--- config.mk ---
export PLATFORM = sky130hd
export DESIGN_NAME = link_lifecycle_fsm
export DESIGN_NICKNAME = d
export VERILOG_FILES = /design/src/rtl/core/llf_pkg.sv /design/src/rtl/core/link_lifecycle_fsm.sv
export SDC_FILE = /design/constraint.sdc
export NUM_CORES = 1
export LEC_CHECK = 0
export ABC_AREA = 1
export BUFFER_PORTS_ARGS = -buffer_cell sky130_fd_sc_hd__clkbuf_2
export CORE_UTILIZATION = 35
export CTS_CLUSTER_SIZE = 20
export DETAILED_ROUTE_END_ITERATION = 10
export SLEW_MARGIN = 20
export SYNTH_ARGS = -nofsm -noshare
export SYNTH_HDL_FRONTEND = slang
export SYNTH_SLANG_ARGS = --single-unit
--- constraint.sdc ---
create_clock -name i_clk -period 4.7 [get_ports i_clk]
set_input_delay 0.94 -clock i_clk [delete_from_list [all_inputs] [get_ports i_clk]]
set_output_delay 0.94 -clock i_clk [all_outputs]
set_load 0.01 [all_outputs]
--- src/rtl/core/llf_pkg.sv ---
// Package for the link lifecycle sequencer.
// Holds the word types, phase and event codes, action bits and the generation step.
// No dependencies.
package llf_pkg;

    localparam int GEN_WIDTH = 32;
    localparam int OPID_WIDTH = 32;
    localparam int HANDLE_WIDTH = 16;
    localparam int ACT_WIDTH = 9;
    localparam int PADDR_WIDTH = 3;
    localparam int PDATA_WIDTH = 32;

    localparam logic [PADDR_WIDTH-1:0] ADDR_INVALID_HANDLE = 3'd0;
    localparam logic [HANDLE_WIDTH-1:0] INVALID_HANDLE_RESET = 16'hFFFF;

    // Event codes.
    localparam logic [3:0] OP_START       = 4'd0;
    localparam logic [3:0] OP_STOP        = 4'd1;
    localparam logic [3:0] OP_BACKOFF_EXP = 4'd2;
    localparam logic [3:0] OP_SCAN_START  = 4'd3;
    localparam logic [3:0] OP_ADVERT      = 4'd4;
    localparam logic [3:0] OP_CONN_ISSUED = 4'd5;
    localparam logic [3:0] OP_CONNECTED   = 4'd6;
    localparam logic [3:0] OP_DISCOVERED  = 4'd7;
    localparam logic [3:0] OP_SUBSCRIBED  = 4'd8;
    localparam logic [3:0] OP_INITIALIZED = 4'd9;
    localparam logic [3:0] OP_DISCONNECT  = 4'd10;
    localparam logic [3:0] OP_FAILED      = 4'd11;
    localparam logic [3:0] OP_DEADLINE    = 4'd12;

    // Reported phase codes.
    localparam logic [3:0] CODE_IDLE     = 4'd0;
    localparam logic [3:0] CODE_SCAN     = 4'd1;
    localparam logic [3:0] CODE_CAND     = 4'd2;
    localparam logic [3:0] CODE_CONN     = 4'd3;
    localparam logic [3:0] CODE_DISC     = 4'd4;
    localparam logic [3:0] CODE_SUBS     = 4'd5;
    localparam logic [3:0] CODE_INIT     = 4'd6;
    localparam logic [3:0] CODE_READY    = 4'd7;
    localparam logic [3:0] CODE_BACKOFF  = 4'd8;
    localparam logic [3:0] CODE_STOPPED  = 4'd9;

    // Action bits.
    localparam logic [ACT_WIDTH-1:0] ACT_CLEANUP   = 9'h001;
    localparam logic [ACT_WIDTH-1:0] ACT_BACKOFF   = 9'h002;
    localparam logic [ACT_WIDTH-1:0] ACT_STARTSCAN = 9'h004;
    localparam logic [ACT_WIDTH-1:0] ACT_STOPSCAN  = 9'h008;
    localparam logic [ACT_WIDTH-1:0] ACT_CONNECT   = 9'h010;
    localparam logic [ACT_WIDTH-1:0] ACT_DISCOVER  = 9'h020;
    localparam logic [ACT_WIDTH-1:0] ACT_SUBSCRIBE = 9'h040;
    localparam logic [ACT_WIDTH-1:0] ACT_INIT      = 9'h080;
    localparam logic [ACT_WIDTH-1:0] ACT_READY     = 9'h100;

    typedef enum logic [9:0] {
        PH_IDLE    = 10'b00_0000_0001,
        PH_SCAN    = 10'b00_0000_0010,
        PH_CAND    = 10'b00_0000_0100,
        PH_CONN    = 10'b00_0000_1000,
        PH_DISC    = 10'b00_0001_0000,
        PH_SUBS    = 10'b00_0010_0000,
        PH_INIT    = 10'b00_0100_0000,
        PH_READY   = 10'b00_1000_0000,
        PH_BACKOFF = 10'b01_0000_0000,
        PH_STOPPED = 10'b10_0000_0000
    } t_phase;

    typedef struct packed {
        logic [3:0]              op;
        logic [GEN_WIDTH-1:0]    event_generation;
        logic [OPID_WIDTH-1:0]   event_operation_id;
        logic [HANDLE_WIDTH-1:0] event_handle;
    } t_in_word;

    typedef struct packed {
        logic                    accepted_flag;
        logic [ACT_WIDTH-1:0]    action_mask;
        logic [3:0]              next_phase;
        logic [GEN_WIDTH-1:0]    next_generation;
        logic [OPID_WIDTH-1:0]   next_operation_id;
        logic [HANDLE_WIDTH-1:0] next_handle;
    } t_out_word;

    // Generation step: wraps, and a wrap to zero is replaced by one.
    function automatic logic [GEN_WIDTH-1:0] gen_advance(input logic [GEN_WIDTH-1:0] g);
        logic [GEN_WIDTH-1:0] n;
        n = g + GEN_WIDTH'(1);
        return (n == '0) ? GEN_WIDTH'(1) : n;
    endfunction

    function automatic logic [3:0] phase_code(input t_phase ph);
        logic [3:0] c;
        unique case (ph)
            PH_IDLE:    c = CODE_IDLE;
            PH_SCAN:    c = CODE_SCAN;
            PH_CAND:    c = CODE_CAND;
            PH_CONN:    c = CODE_CONN;
            PH_DISC:    c = CODE_DISC;
            PH_SUBS:    c = CODE_SUBS;
            PH_INIT:    c = CODE_INIT;
            PH_READY:   c = CODE_READY;
            PH_BACKOFF: c = CODE_BACKOFF;
            PH_STOPPED: c = CODE_STOPPED;
            default:    c = CODE_IDLE;
        endcase
        return c;
    endfunction

endpackage

--- src/rtl/core/link_lifecycle_fsm.sv ---
// Link lifecycle sequencer: top level with input register, event decode and result register.
// Depends on llf_pkg.
//
// Usage:
// Events enter on i_valid / o_stall with payload i_word; one result word per event
// leaves on o_valid / i_stall with payload o_word. A word is taken at a rising edge
// where valid is high and stall is low.
// o_valid rises when the event leaves the input register: the decode against the stored
// phase, generation, operation id and handle writes the result register and the stored
// state together. The event waits in the input register while a stalled result is held.
// Throughput is one event per cycle while the receiver does not stall, set by the
// combinational decode between the input register and the result register.
// When the receiver stalls, the result register holds its word and the input
// register can still take one more event; o_stall rises only when both are full.
// The invalid_handle register sits at byte address 0 of the APB-style port; pready is always
// high. Write invalid_handle only while no event is in flight; the block does not enforce it.
// Reset (synchronous, active low) empties both stages and returns the state to idle,
// generation zero, operation id zero and the handle to 16'hFFFF.
module link_lifecycle_fsm
    import llf_pkg::*;
(
    input  logic                   i_clk,
    input  logic                   i_rst_n,
    input  logic                   i_valid,
    output logic                   o_stall,
    input  t_in_word               i_word,
    output logic                   o_valid,
    input  logic                   i_stall,
    output t_out_word              o_word,
    input  logic                   psel,
    input  logic                   penable,
    input  logic                   pwrite,
    input  logic [PADDR_WIDTH-1:0] paddr,
    input  logic [PDATA_WIDTH-1:0] pwdata,
    output logic [PDATA_WIDTH-1:0] prdata,
    output logic                   pready
);

    logic                    r_in_valid;
    t_in_word                r_in_word;
    logic                    r_out_valid;
    t_out_word               r_out_word;
    logic [HANDLE_WIDTH-1:0] r_invalid_handle;

    t_phase                  r_phase;
    logic [GEN_WIDTH-1:0]    r_gen;
    logic [OPID_WIDTH-1:0]   r_op_id;
    logic [HANDLE_WIDTH-1:0] r_handle;

    t_phase                  n_phase;
    logic [GEN_WIDTH-1:0]    n_gen;
    logic [OPID_WIDTH-1:0]   n_op_id;
    logic [HANDLE_WIDTH-1:0] n_handle;
    logic                    acc;
    logic [ACT_WIDTH-1:0]    act;

    logic out_free;
    logic fire;
    logic match;
    logic active_phase;
    logic cfg_wr;

    assign out_free = !r_out_valid || !i_stall;
    assign fire     = r_in_valid && out_free;
    assign o_stall  = r_in_valid && !out_free;
    assign o_valid  = r_out_valid;
    assign o_word   = r_out_word;

    assign pready = 1'b1;
    assign cfg_wr = psel && penable && pwrite && pready;
    assign prdata = (paddr == ADDR_INVALID_HANDLE) ?
                    {{(PDATA_WIDTH-HANDLE_WIDTH){1'b0}}, r_invalid_handle} : '0;

    assign match = (r_in_word.event_generation == r_gen) &&
                   (r_in_word.event_operation_id != '0) &&
                   (r_in_word.event_operation_id == r_op_id);
    assign active_phase = (r_phase != PH_IDLE) && (r_phase != PH_STOPPED) &&
                          (r_phase != PH_BACKOFF);

    always_comb begin
        n_phase  = r_phase;
        n_gen    = r_gen;
        n_op_id  = r_op_id;
        n_handle = r_handle;
        acc      = 1'b0;
        act      = '0;
        priority if (r_in_word.op == OP_STOP) begin
            acc      = 1'b1;
            act      = ACT_CLEANUP;
            n_phase  = PH_STOPPED;
            n_gen    = gen_advance(r_gen);
            n_op_id  = '0;
            n_handle = r_invalid_handle;
        end else if (r_in_word.op == OP_START) begin
            if (r_phase == PH_IDLE || r_phase == PH_STOPPED) begin
                acc      = 1'b1;
                act      = ACT_STARTSCAN;
                n_phase  = PH_SCAN;
                n_gen    = gen_advance(r_gen);
                n_op_id  = r_in_word.event_operation_id;
                n_handle = r_invalid_handle;
            end
        end else if (r_phase == PH_BACKOFF && r_in_word.op == OP_BACKOFF_EXP &&
                     r_in_word.event_generation == r_gen &&
                     r_in_word.event_operation_id != '0) begin
            // Backoff expiry keeps the link handle as it is.
            acc     = 1'b1;
            act     = ACT_STARTSCAN;
            n_phase = PH_SCAN;
            n_gen   = gen_advance(r_gen);
            n_op_id = r_in_word.event_operation_id;
        end else if (match) begin
            priority if (r_phase == PH_SCAN && r_in_word.op == OP_SCAN_START) begin
                acc = 1'b1;
            end else if (r_phase == PH_SCAN && r_in_word.op == OP_ADVERT) begin
                acc     = 1'b1;
                act     = ACT_STOPSCAN | ACT_CONNECT;
                n_phase = PH_CAND;
            end else if (r_phase == PH_CAND && r_in_word.op == OP_CONN_ISSUED) begin
                acc     = 1'b1;
                n_phase = PH_CONN;
            end else if (r_phase == PH_CONN && r_in_word.op == OP_CONNECTED) begin
                acc      = 1'b1;
                act      = ACT_DISCOVER;
                n_phase  = PH_DISC;
                n_handle = r_in_word.event_handle;
            end else if (r_phase == PH_DISC && r_in_word.op == OP_DISCOVERED) begin
                acc     = 1'b1;
                act     = ACT_SUBSCRIBE;
                n_phase = PH_SUBS;
            end else if (r_phase == PH_SUBS && r_in_word.op == OP_SUBSCRIBED) begin
                acc     = 1'b1;
                act     = ACT_INIT;
                n_phase = PH_INIT;
            end else if (r_phase == PH_INIT && r_in_word.op == OP_INITIALIZED) begin
                acc     = 1'b1;
                act     = ACT_READY;
                n_phase = PH_READY;
            end else if ((r_in_word.op == OP_DISCONNECT || r_in_word.op == OP_FAILED ||
                          r_in_word.op == OP_DEADLINE) && active_phase) begin
                acc      = 1'b1;
                act      = ACT_CLEANUP | ACT_BACKOFF;
                n_phase  = PH_BACKOFF;
                n_gen    = gen_advance(r_gen);
                n_op_id  = '0;
                n_handle = r_invalid_handle;
            end else begin
                // The event does not fit the phase; the defaults reject it.
                acc = 1'b0;
            end
        end else begin
            // A mismatched generation or operation id rejects the event.
            acc = 1'b0;
        end
    end

    always_ff @(posedge i_clk) begin
        if (!i_rst_n) begin
            r_in_valid       <= 1'b0;
            r_out_valid      <= 1'b0;
            r_invalid_handle <= INVALID_HANDLE_RESET;
            r_phase          <= PH_IDLE;
            r_gen            <= '0;
            r_op_id          <= '0;
            r_handle         <= INVALID_HANDLE_RESET;
        end else begin
            if (cfg_wr && paddr == ADDR_INVALID_HANDLE) begin
                r_invalid_handle <= pwdata[HANDLE_WIDTH-1:0];
            end
            if (!o_stall) begin
                r_in_valid <= i_valid;
            end
            if (out_free) begin
                r_out_valid <= r_in_valid;
            end
            if (fire) begin
                r_phase  <= n_phase;
                r_gen    <= n_gen;
                r_op_id  <= n_op_id;
                r_handle <= n_handle;
            end
        end
    end

    always_ff @(posedge i_clk) begin
        if (!o_stall && i_valid) begin
            r_in_word <= i_word;
        end
        if (fire) begin
            r_out_word.accepted_flag     <= acc;
            r_out_word.action_mask       <= act;
            r_out_word.next_phase        <= phase_code(n_phase);
            r_out_word.next_generation   <= n_gen;
            r_out_word.next_operation_id <= n_op_id;
            r_out_word.next_handle       <= n_handle;
        end
    end

    // A rejected event never reports an action.
    a_reject_no_action: assert property (@(posedge i_clk) disable iff (!i_rst_n)
        (o_valid && !o_word.accepted_flag) |-> (o_word.action_mask == '0))
        else $error("rejected event carries actions");

    // A cleanup always clears the operation id and leaves a nonzero generation,
    // since the generation step never lands on zero.
    a_cleanup_clears_op: assert property (@(posedge i_clk) disable iff (!i_rst_n)
        (o_valid && (o_word.action_mask & ACT_CLEANUP) != '0) |->
        (o_word.next_operation_id == '0 && o_word.next_generation != '0))
        else $error("cleanup left an operation id or a zero generation");

    // The phase register is always exactly one state.
    a_phase_onehot: assert property (@(posedge i_clk) disable iff (!i_rst_n)
        $onehot(r_phase))
        else $error("phase register not one-hot");

    // The state only moves when an event leaves the input register.
    a_state_holds: assert property (@(posedge i_clk) disable iff (!i_rst_n)
        !fire |=> $stable(r_phase) && $stable(r_gen) && $stable(r_op_id))
        else $error("state changed without an event");

    // A result that waits on the receiver keeps its word.
    a_result_holds: assert property (@(posedge i_clk) disable iff (!i_rst_n)
        (r_out_valid && i_stall) |=> (r_out_valid && $stable(r_out_word)))
        else $error("waiting result changed");

endmodule

-- Word level (Yosys, flattened, before mapping)
Cells that the tools add are included.
- add/sub/neg operators: 1
- equal/unequal tests: 35
- muxes and demuxes: 79
- reduce and logical (&&, ||, !) cells: 33
- operators with widths (kind ; count):
    2-to-1 mux 32 bit ; 27
    2-to-1 mux 16 bit ; 14
    2-to-1 mux 10 bit ; 13
    2-to-1 mux 9 bit ; 10
    equality test 32 bit ; 2
    case mux 4 bit (9 select lines) ; 1
    adder 32 x 1 -> 32 bit (second input constant) ; 1
    logical NOT 32 bit ; 1
    nonzero test 32 bit ; 1
    logical AND 1 bit ; 21
    equality test 10 bit (second input constant) ; 2
    equality test 10 x 2 -> 1 bit (second input constant) ; 2
    equality test 10 x 3 -> 1 bit (second input constant) ; 2
    equality test 10 x 4 -> 1 bit (second input constant) ; 2
    equality test 10 x 5 -> 1 bit (second input constant) ; 2
    equality test 10 x 6 -> 1 bit (second input constant) ; 2
    equality test 10 x 7 -> 1 bit (second input constant) ; 2
    equality test 10 x 9 -> 1 bit (second input constant) ; 2
    equality test 4 bit (second input constant) ; 5
    equality test 4 x 3 -> 1 bit (second input constant) ; 4
    2-to-1 mux 1 bit ; 12
    equality test 10 x 1 -> 1 bit (second input constant) ; 1
    equality test 10 x 8 -> 1 bit (second input constant) ; 1
    != test 10 x 1 -> 1 bit (second input constant) ; 1
    other kinds (10) ; 17
- register bits: 286
- input port bits: 126

-- Logic depth before layout (Yosys ltp)
Gate-level depths: netlist of run 1.
- depth after elaboration: 18
- gate-level depth with buffers: 20
- depth with buffers taken out: 19

-- Worst setup path before layout of run 1
Ideal clock, no wire load.
- path kind: input port to flip-flop
- from: input port i_stall
- to: register r_out_word, in the netlist o_word[0] (enable)
- setup time: 494 ps
- arrival time: 4357 ps
- data required time: 4206 ps
- slack: -151 ps
- cell stages on the path: 5
- buffers on the path: 2
- path through: nand2_1 inv_1 nor2_1 clkbuf_1 clkbuf_1
- word-level cells in the longest chain between the ends: 3
- RTL lines (element ; RTL line ; source):
    start: declaration ; link_lifecycle_fsm.sv:28 ; input logic i_stall,
    logical NOT 1 bit ; link_lifecycle_fsm.sv:63 ; assign out_free = !r_out_valid || !i_stall;
    logical OR 1 bit ; link_lifecycle_fsm.sv:63 ;
    logical AND 1 bit ; link_lifecycle_fsm.sv:64 ; assign fire = r_in_valid && out_free;
    net fire ; link_lifecycle_fsm.sv:58 ; logic fire;
    end: declaration ; link_lifecycle_fsm.sv:42 ; t_out_word r_out_word;
The timed path passes the listed nets, and every way through them passes these cells.
A chain may end at the register's enable or synchronous reset.

-- Worst setup path in the final report of run 1
- from: register r_phase[6]
- to: register r_out_word, in the netlist o_word[66], data pin
- word-level cells in the longest chain between the ends: 16
- elaborated cells between the ends (all ways): 39
- RTL lines (element ; RTL line ; source):
    start: declaration ; link_lifecycle_fsm.sv:45 ; t_phase r_phase;
    start signal: assignment ; link_lifecycle_fsm.sv:177 ; r_phase <= n_phase;
    != test 10 x 1 -> 1 bit or != test 10 bit (tied branches) ; link_lifecycle_fsm.sv:77 ; assign active_phase = (r_phase != PH_IDLE) && (r_phase != PH_STOPPED) &&
    logical AND 1 bit (2 in a row) ; link_lifecycle_fsm.sv:77 ;
    logical AND 1 bit ; link_lifecycle_fsm.sv:140 ; r_in_word.op == OP_DEADLINE) && active_phase) begin
    2-to-1 mux 32 bit ; link_lifecycle_fsm.sv:139 ; end else if ((r_in_word.op == OP_DISCONNECT || r_in_word.op == OP_FAILED ||
    2-to-1 mux 32 bit ; link_lifecycle_fsm.sv:135 ; end else if (r_phase == PH_INIT && r_in_word.op == OP_INITIALIZED) begin
    2-to-1 mux 32 bit ; link_lifecycle_fsm.sv:131 ; end else if (r_phase == PH_SUBS && r_in_word.op == OP_SUBSCRIBED) begin
    2-to-1 mux 32 bit ; link_lifecycle_fsm.sv:127 ; end else if (r_phase == PH_DISC && r_in_word.op == OP_DISCOVERED) begin
    2-to-1 mux 32 bit ; link_lifecycle_fsm.sv:122 ; end else if (r_phase == PH_CONN && r_in_word.op == OP_CONNECTED) begin
    2-to-1 mux 32 bit ; link_lifecycle_fsm.sv:119 ; end else if (r_phase == PH_CAND && r_in_word.op == OP_CONN_ISSUED) begin
    2-to-1 mux 32 bit ; link_lifecycle_fsm.sv:115 ; end else if (r_phase == PH_SCAN && r_in_word.op == OP_ADVERT) begin
    2-to-1 mux 32 bit ; link_lifecycle_fsm.sv:113 ; priority if (r_phase == PH_SCAN && r_in_word.op == OP_SCAN_START) begin
    2-to-1 mux 32 bit ; link_lifecycle_fsm.sv:112 ; end else if (match) begin
    2-to-1 mux 32 bit ; link_lifecycle_fsm.sv:103 ; end else if (r_phase == PH_BACKOFF && r_in_word.op == OP_BACKOFF_EXP &&
    2-to-1 mux 32 bit * ; link_lifecycle_fsm.sv:94 ; end else if (r_in_word.op == OP_START) begin
    2-to-1 mux 32 bit * ; link_lifecycle_fsm.sv:87 ; priority if (r_in_word.op == OP_STOP) begin
    net n_gen[18] ; link_lifecycle_fsm.sv:51 ; logic [GEN_WIDTH-1:0] n_gen;
Mark *: on every way through the listed nets, which the timed path passes. The rest lies on a longest branch.

==> results.md, run 1 <==
* Critical path origin: r_phase[6]$_SDFFE_PN0P_
* Storage cell area at 0.007477 mm²
* Final period util at 72.76%
* Worst R2R End: o_word[66]$_DFFE_PP_
* Max stage delay cell, worst path: inv_2
* Cells on worst reg2reg path at 13
* #FFs+latches synth at 285
* CTS tree: done
* Layout cells sized above 1 at 18.86%
* Fin Clk Skew at 0.02774 ns
* Reg-to-reg startpoint: r_phase[6]$_SDFFE_PN0P_
* Synth warn at 0
* Layout Nets at 2,122
* Post-Syn Instances at 1,801
* Least-Margin Pin Slew at 1.189 ns
* Num CTS Buffers at 34
* Postcts setup bufs at 0
* Metal3 WL at 2989 µm
* Synth area leader: edfxtp_1
* Setup TNS at 0 ns
* Via count at 12.68k
* Met2 Wirelength at 20,480 µm
* Worst setup SP type: flop
* Cell depth of the worst setup path at 13
* Worst skew pair latency at 0.56 ns
* Pleak at 7.963 nW
* Largest net degree at the start of global routing at 198
* Final global-route overflow total at 0
* Worst Path Arrival at 3.68 ns
* FP Rows at 74
* Critical path endpoint category: flop
* Async SR Flop Fraction at 0%
* Max VDD drop at 0.2932 mV
* Mean Syn Cell Area at 8.194 µm²
* Endpoints failing setup at 0
* Global-route wire length before repair at 67,530 µm
* Fillcell total at 4,117
* Hold WC Path Type: reg -> reg
* Initial Util at 35.82%
* Slew margin rel. at 20.72%
* Final hold violations at 0
* FF-to-FF setup slack at 1.28 ns
* Top post-synthesis cells by area: edfxtp_1 36%, dfxtp_1 15%, nand2_1 11%
* DR top layer: met4
* Initial antenna violation count at 2
* I/O pin count at 255
* Clock transition at the registers of the reported paths at 0.06 ns
* Crit-path max cell delay at 0.61 ns
* Tmin final at 3.420 ns
* Final HPWL DP at 29,540 µm
* Post-synth EDFFs at 177
* M1 WL at 18,660 µm
* Commonest cells post-synth: 440 x nand2_1, 234 x nor2_1, 190 x inv_1, 177 x edfxtp_1, 108 x dfxtp_1
* DR vias/cell at 4.965
* Die area at 0.04299 mm²
* Hold-fix buffers at CTS at 0
* Core area at 0.04120 mm²
* Pwr per Cell Area at 365.6 mW/mm²
* Synth-to-Final Area Change at 17.24%
* Pwr Total at 6.326 mW
* Worst setup path end: o_word[66]$_DFFE_PP_
* First DRT Iteration DRCs at 766
* DIE WIDTH at 207.3 µm
* CTS Root Cell: clkbuf_16
* Total GRT Usage at 19.89%
* Most frequent CP cell: nor2_1
* Pins Over Slew Limit at 0
* Multi-input logic area at 0.006045 mm²
* H-tree depth at 2
* Ys flop type: edfxtp_1
* Die Height at 207.3 µm
* Most frequent cell after synthesis: nand2_1
* WP buf/inv at 2
* CP cell instances: nor2_1 > nand2_1 > nor2_1 > inv_1 > nor2_1 > o21ai_0 > nand3_1 > nor2_1 > nand3_2 > nand3_2 > inv_2 > or2_1 > nand2_1
* Netlist Area Pre-Place at 0.01476 mm²
* Pre-Repair DR Iteration Count at 5
* Routability congestion estimate from global placement at 0.9087
* Cts repair resizes at 0
* Top cell type's share of synthesized area at 36.02%
* Clock Sinks at 285
* Category of the most critical setup path: reg -> reg
* MaxCap Viol Count at 0
* Antenna viol nets, final at 0
* Max Fclk at 292.4 MHz
* Crit Path Max Fanout at 28
* Worst path top cell family by delay: simple AND/OR/NAND/NOR gates
* Post-synthesis sequential area ratio at 50.67%
* Status: finished, final reports clean
* IO buf count at 221
* RSZ-0062 raised after global routing: no
* Synth cell types at 44
* WL per Instance at 16.97 µm
* CP required at 4.96 ns
* Vias in the first global route at 12.58k
* WL final at 43,330 µm
* CTS max path bufs at 3
* DRC at 0
[kinds of logic after synthesis]
family          Yosys count  synth area share [%]
fa+ha+maj                 1               0.08477
simple gates            874                 26.00
xor+xnor                 55                 3.264
flops                   285                 50.67
mux                      16                 1.085
buf+inv                 303                 8.826
other cells               2               0.05089
compound gates          265                 10.02
[worst min-delay path: cells and delay by family, from the launching register on]
kind | cells | cell delay (ns)
flops | 1 | 0.31
compound gates | 1 | 0.07
simple gates | 1 | 0.09
[final cells by class]
type | instances | share of cell area [%]
Tap cell | 532 | 3.847
Multi-Input combinational cell | 1228 | 34.93
Clock buffer | 45 | 5.272
Inverter | 211 | 4.606
Sequential cell | 285 | 43.21
Antenna cell | 2 | 0.02892
Clock inverter | 16 | 1.027
Timing Repair Buffer | 235 | 7.072
[state kept, by name, indices dropped and copies added, names as in the netlist]
name	count
o_word	93
r_gen	32
r_in_valid	1
o_valid	1
r_in_word	84
r_invalid_handle	16
r_phase	10
r_handle	16
r_op_id	32
[report_power, final]
group          leakage, nW  total, mW  switching (mW)  internal (mW)
logic                 4.83      0.766           0.505          0.262
clock network        0.533       2.62            1.08           1.54
registers             2.60       2.94           0.114           2.83
[cells in the final DEF (no fill, tap or decap), drive strengths merged, types with 2 or more instances in the layout]
cell,instances
bufinv,3
nand3b,7
o21ai,117
and3,3
nand2b,2
or2,7
diode,2
mux2i,16
a221oi,15
xor2,54
a22oi,15
nand4,28
nor2,248
clkbuf,266
clkinv,10
dfxtp,108
inv,213
nand3,104
conb,17
nand2,449
buf,14
a21oi,114
edfxtp,177
nor3,25
[how the worst min path moves through the flow]
stage,startpoint,to,slack [ns],cells past startpoint
global placement,r_handle[0]$_SDFFE_PN1P_,r_handle[0]$_SDFFE_PN1P_,0.50,2
floorplan,r_in_valid$_SDFFE_PN0N_,o_valid$_SDFFE_PN0N_,0.46,2
detailed placement,o_valid$_SDFFE_PN0N_,o_valid$_SDFFE_PN0N_,0.51,2
CTS,o_valid$_SDFFE_PN0N_,o_valid$_SDFFE_PN0N_,0.52,2
finish,o_valid$_SDFFE_PN0N_,o_valid$_SDFFE_PN0N_,0.52,2
global route,i_word[36],r_in_word[36]$_DFFE_PP_,0.54,1
[metrics by stage]
stage | cell area (µm²) | utilization [%] | worst slack (ns) | hold slack (ns) | instances
after detailed placement | 16210 | 39.33 | 1.323 | 0.5077 | 2491
after CTS | 17300 | 41.98 | 1.294 | 0.5176 | 2552
after floorplan | 14820 | - | 1.324 | 0.4569 | 1816
final | 17300 | 42.00 | 1.280 | 0.5226 | 2554
after global routing | 17300 | 41.99 | 0.9174 | 0.5372 | 2553
after global placement | 16210 | 39.33 | 1.343 | 0.4951 | 2491
[layer usage]
layer | track usage [%] | vias to the layer above
li1 | - | 6254
met1 | 25.13 | 5957
met2 | 32.73 | 399
met3 | 4.720 | 70
met4 | 7.900 | 0
met5 | 0 | -
Note: power is estimated with default switching activity, not from simulation.
==> run 2, diff against run 1 <==
==> constraint.sdc (replaced) <==
create_clock -name i_clk -period 3 [get_ports i_clk]
set_input_delay 0.6 -clock i_clk [delete_from_list [all_inputs] [get_ports i_clk]]
set_output_delay 0.6 -clock i_clk [all_outputs]
set_load 0.01 [all_outputs]
==> results.md, run 2 (same netlist as run 1, synthesis figures left out) <==
* Antenna viol nets, final at 0
* Global-route wire length before repair at 67,210 µm
* Die area at 0.04299 mm²
* CTS max path bufs at 3
* Max FFs per register at 93
* Via count at 12.76k
* Setup WS pre-CTS at 0.1142 ns
* FF-to-FF setup slack at 0.20 ns
* Max VDD drop at 0.3926 mV
* M3 GR Usage at 3.979%
* WL per Instance at 16.65 µm
* Die Height at 207.3 µm
* Layout cells sized above 1 at 21.15%
* Most frequent cells in the layout: 439 x nand2_1, 226 x nor2_1, 221 x clkbuf_2
* Hold WC Path Type: in -> reg
* Fin Clk Skew at 0.01625 ns
* Min-delay src: i_word[77]
* Final global-route overflow total at 0
* Category of the most critical setup path: reg -> reg
* Least-Margin Pin Slew at 0.8760 ns
* MaxCap Viol Count at 0
* Worst R2R End: o_word[48]$_DFFE_PP_
* Status: finished, final reports clean
* Met2 Track Usage GR at 32.36%
* Vias in the first global route at 12.41k
* GRT busiest layer: met2
* DRC at 0
* Endpoint, Worst Hold: r_in_word[77]$_DFFE_PP_
* CP required at 3.30 ns
* Pre-Repair DR Iteration Count at 5
* WL final at 43,170 µm
* Final period util at 93.46%
* Finished Cell Area at 0.01784 mm²
* Worst setup SP type: flop
* Layout Nets at 2,159
* Slew margin rel. at 41.54%
* Total GRT Usage at 19.85%
* Setup slack after layout at 0.1962 ns
* FP Rows at 74
* Tmin final at 2.804 ns
* Clock Sinks at 285
* Max Fclk at 356.7 MHz
* Num CTS Buffers at 34
* Crit Path Max Fanout at 27
* First DRT Iteration DRCs at 953
* Critical path endpoint category: flop
* DIE WIDTH at 207.3 µm
* H-tree depth at 2
* Commonest non-fill, non-tap cell in the layout: nand2_1
* IO buf count at 221
* I/O pin count at 255
* Placed cell area at 0.01656 mm²
* Synth-to-Final Area Change at 20.86%
* Core area at 0.04120 mm²
* Switching share of power at 25.70%
* Cell-internal power at 7.732 mW
* Final HPWL DP at 30,730 µm
* RSZ-0062 raised after global routing: yes
* Clock power frac at 43.8%
* Largest net degree at the start of global routing at 105
* Reg-to-reg startpoint: r_gen[1]$_SDFFE_PN0P_
* Initial Util at 35.82%
* Pwr per Cell Area at 583.5 mW/mm²
* Clock transition at the registers of the reported paths at 0.06 ns
* DR vias/cell at 4.922
* Routability congestion estimate from global placement at 0.9228
* Worst Path Arrival at 3.10 ns
* Cells on worst reg2reg path at 16
* Initial antenna violation count at 4
* Pins Over Slew Limit at 0
* Final hold violations at 0
* Comb pwr share at 12.0%
* Worst Hold Path Cells at 1
* Worst skew pair latency at 0.54 ns
* CTS Root Cell: clkbuf_16
* Pwr Total at 10.41 mW
* Register share of total power at 44.2%
* Postcts setup bufs at 0
* CTS tree: done
* Net Switching at 2.675 mW
* M1 GR Usage at 25.53%
* Pleak at 8.256 nW
* Endpoints failing setup at 0
[run 2: cell count changes in the layout (fill, tap and decap cells not counted), moves of 4 or more]
cell and delta:
buf_12 +6, nor2_1 -6, bufinv_16 +4, buf_4 +30
nor2_2 +4, clkbuf_1 -7
[run 2: power by group through the flow]
stage / clock network [mW] / registers (mW) / logic, mW
finish: 4.56 / 4.60 / 1.25
global route: 4.80 / 4.63 / 1.41
CTS: 4.66 / 4.60 / 1.25
detailed placement: 0 / 4.68 / 1.24
global placement: 0 / 4.68 / 1.22
floorplan: 0 / 4.66 / 0.814
[run 2: metal layers]
layer,vias to the layer above,part of all wire (%)
li1,6331,-
met1,5947,44
met2,397,47
met3,87,6.2
met4,0,3.5
met5,-,0
[run 2: how the worst max path moves through the flow]
stage                      startpoint                     end  slack [ns]  cells past startpoint
6_report        r_gen[1]$_SDFFE_PN0P_    o_word[48]$_DFFE_PP_        0.20                     16
5_1_grt        r_gen[21]$_SDFFE_PN0P_    o_word[80]$_DFFE_PP_       -0.04                     17
4_1_cts         r_gen[1]$_SDFFE_PN0P_    o_word[54]$_DFFE_PP_        0.10                     15
3_5_place_dp    r_gen[1]$_SDFFE_PN0P_    o_word[54]$_DFFE_PP_        0.11                     15
3_3_place_gp    r_gen[1]$_SDFFE_PN0P_    o_word[54]$_DFFE_PP_        0.10                     15
2_1_floorplan                 i_stall  r_in_word[0]$_DFFE_PP_        0.04                      5
[run 2: stage by stage]
step	utilization (%)	cells	setup TNS (ns)	hold WS, ns
after floorplan	-	1816	0	0.4569
after global placement	40.19	2528	0	0.4996
after detailed placement	40.19	2528	0	0.5012
after CTS	43.18	2589	0	0.2020
after global routing	43.28	2591	-0.04259	0.2148
final	43.29	2593	0	0.2353
[run 2: critical path: stages, from the launching register on]
cell,delay [ns]
dfxtp_1,0.41
ha_1,0.22
nand2_1,0.09
nor2_2,0.17
buf_4,0.16
nand3_1,0.14
nor2_4,0.17
buf_4,0.13
xor2_1,0.32
nor2_1,0.09
nand2_1,0.10
nor2_2,0.06
nand3_4,0.07
buf_12,0.21
nand3_2,0.09
nand2_2,0.08
inv_1,0.04
[run 2: what timing repair did]
item | in CTS | in global routing
setup endpoints to repair | 0 | 98
hold buffers | 0 | 0
resized for setup | 0 | 13
[run 2: layout make-up]
cell class	count	area (µm²)
fill	4085	23360
sequential	285	7481
multi-input combinational	1228	6072
timing repair buffer	272	1580
clock buffer	42	952.2
inverter	211	794.5
tap	532	665.6
clock inverter	19	281.5
antenna	4	10.01
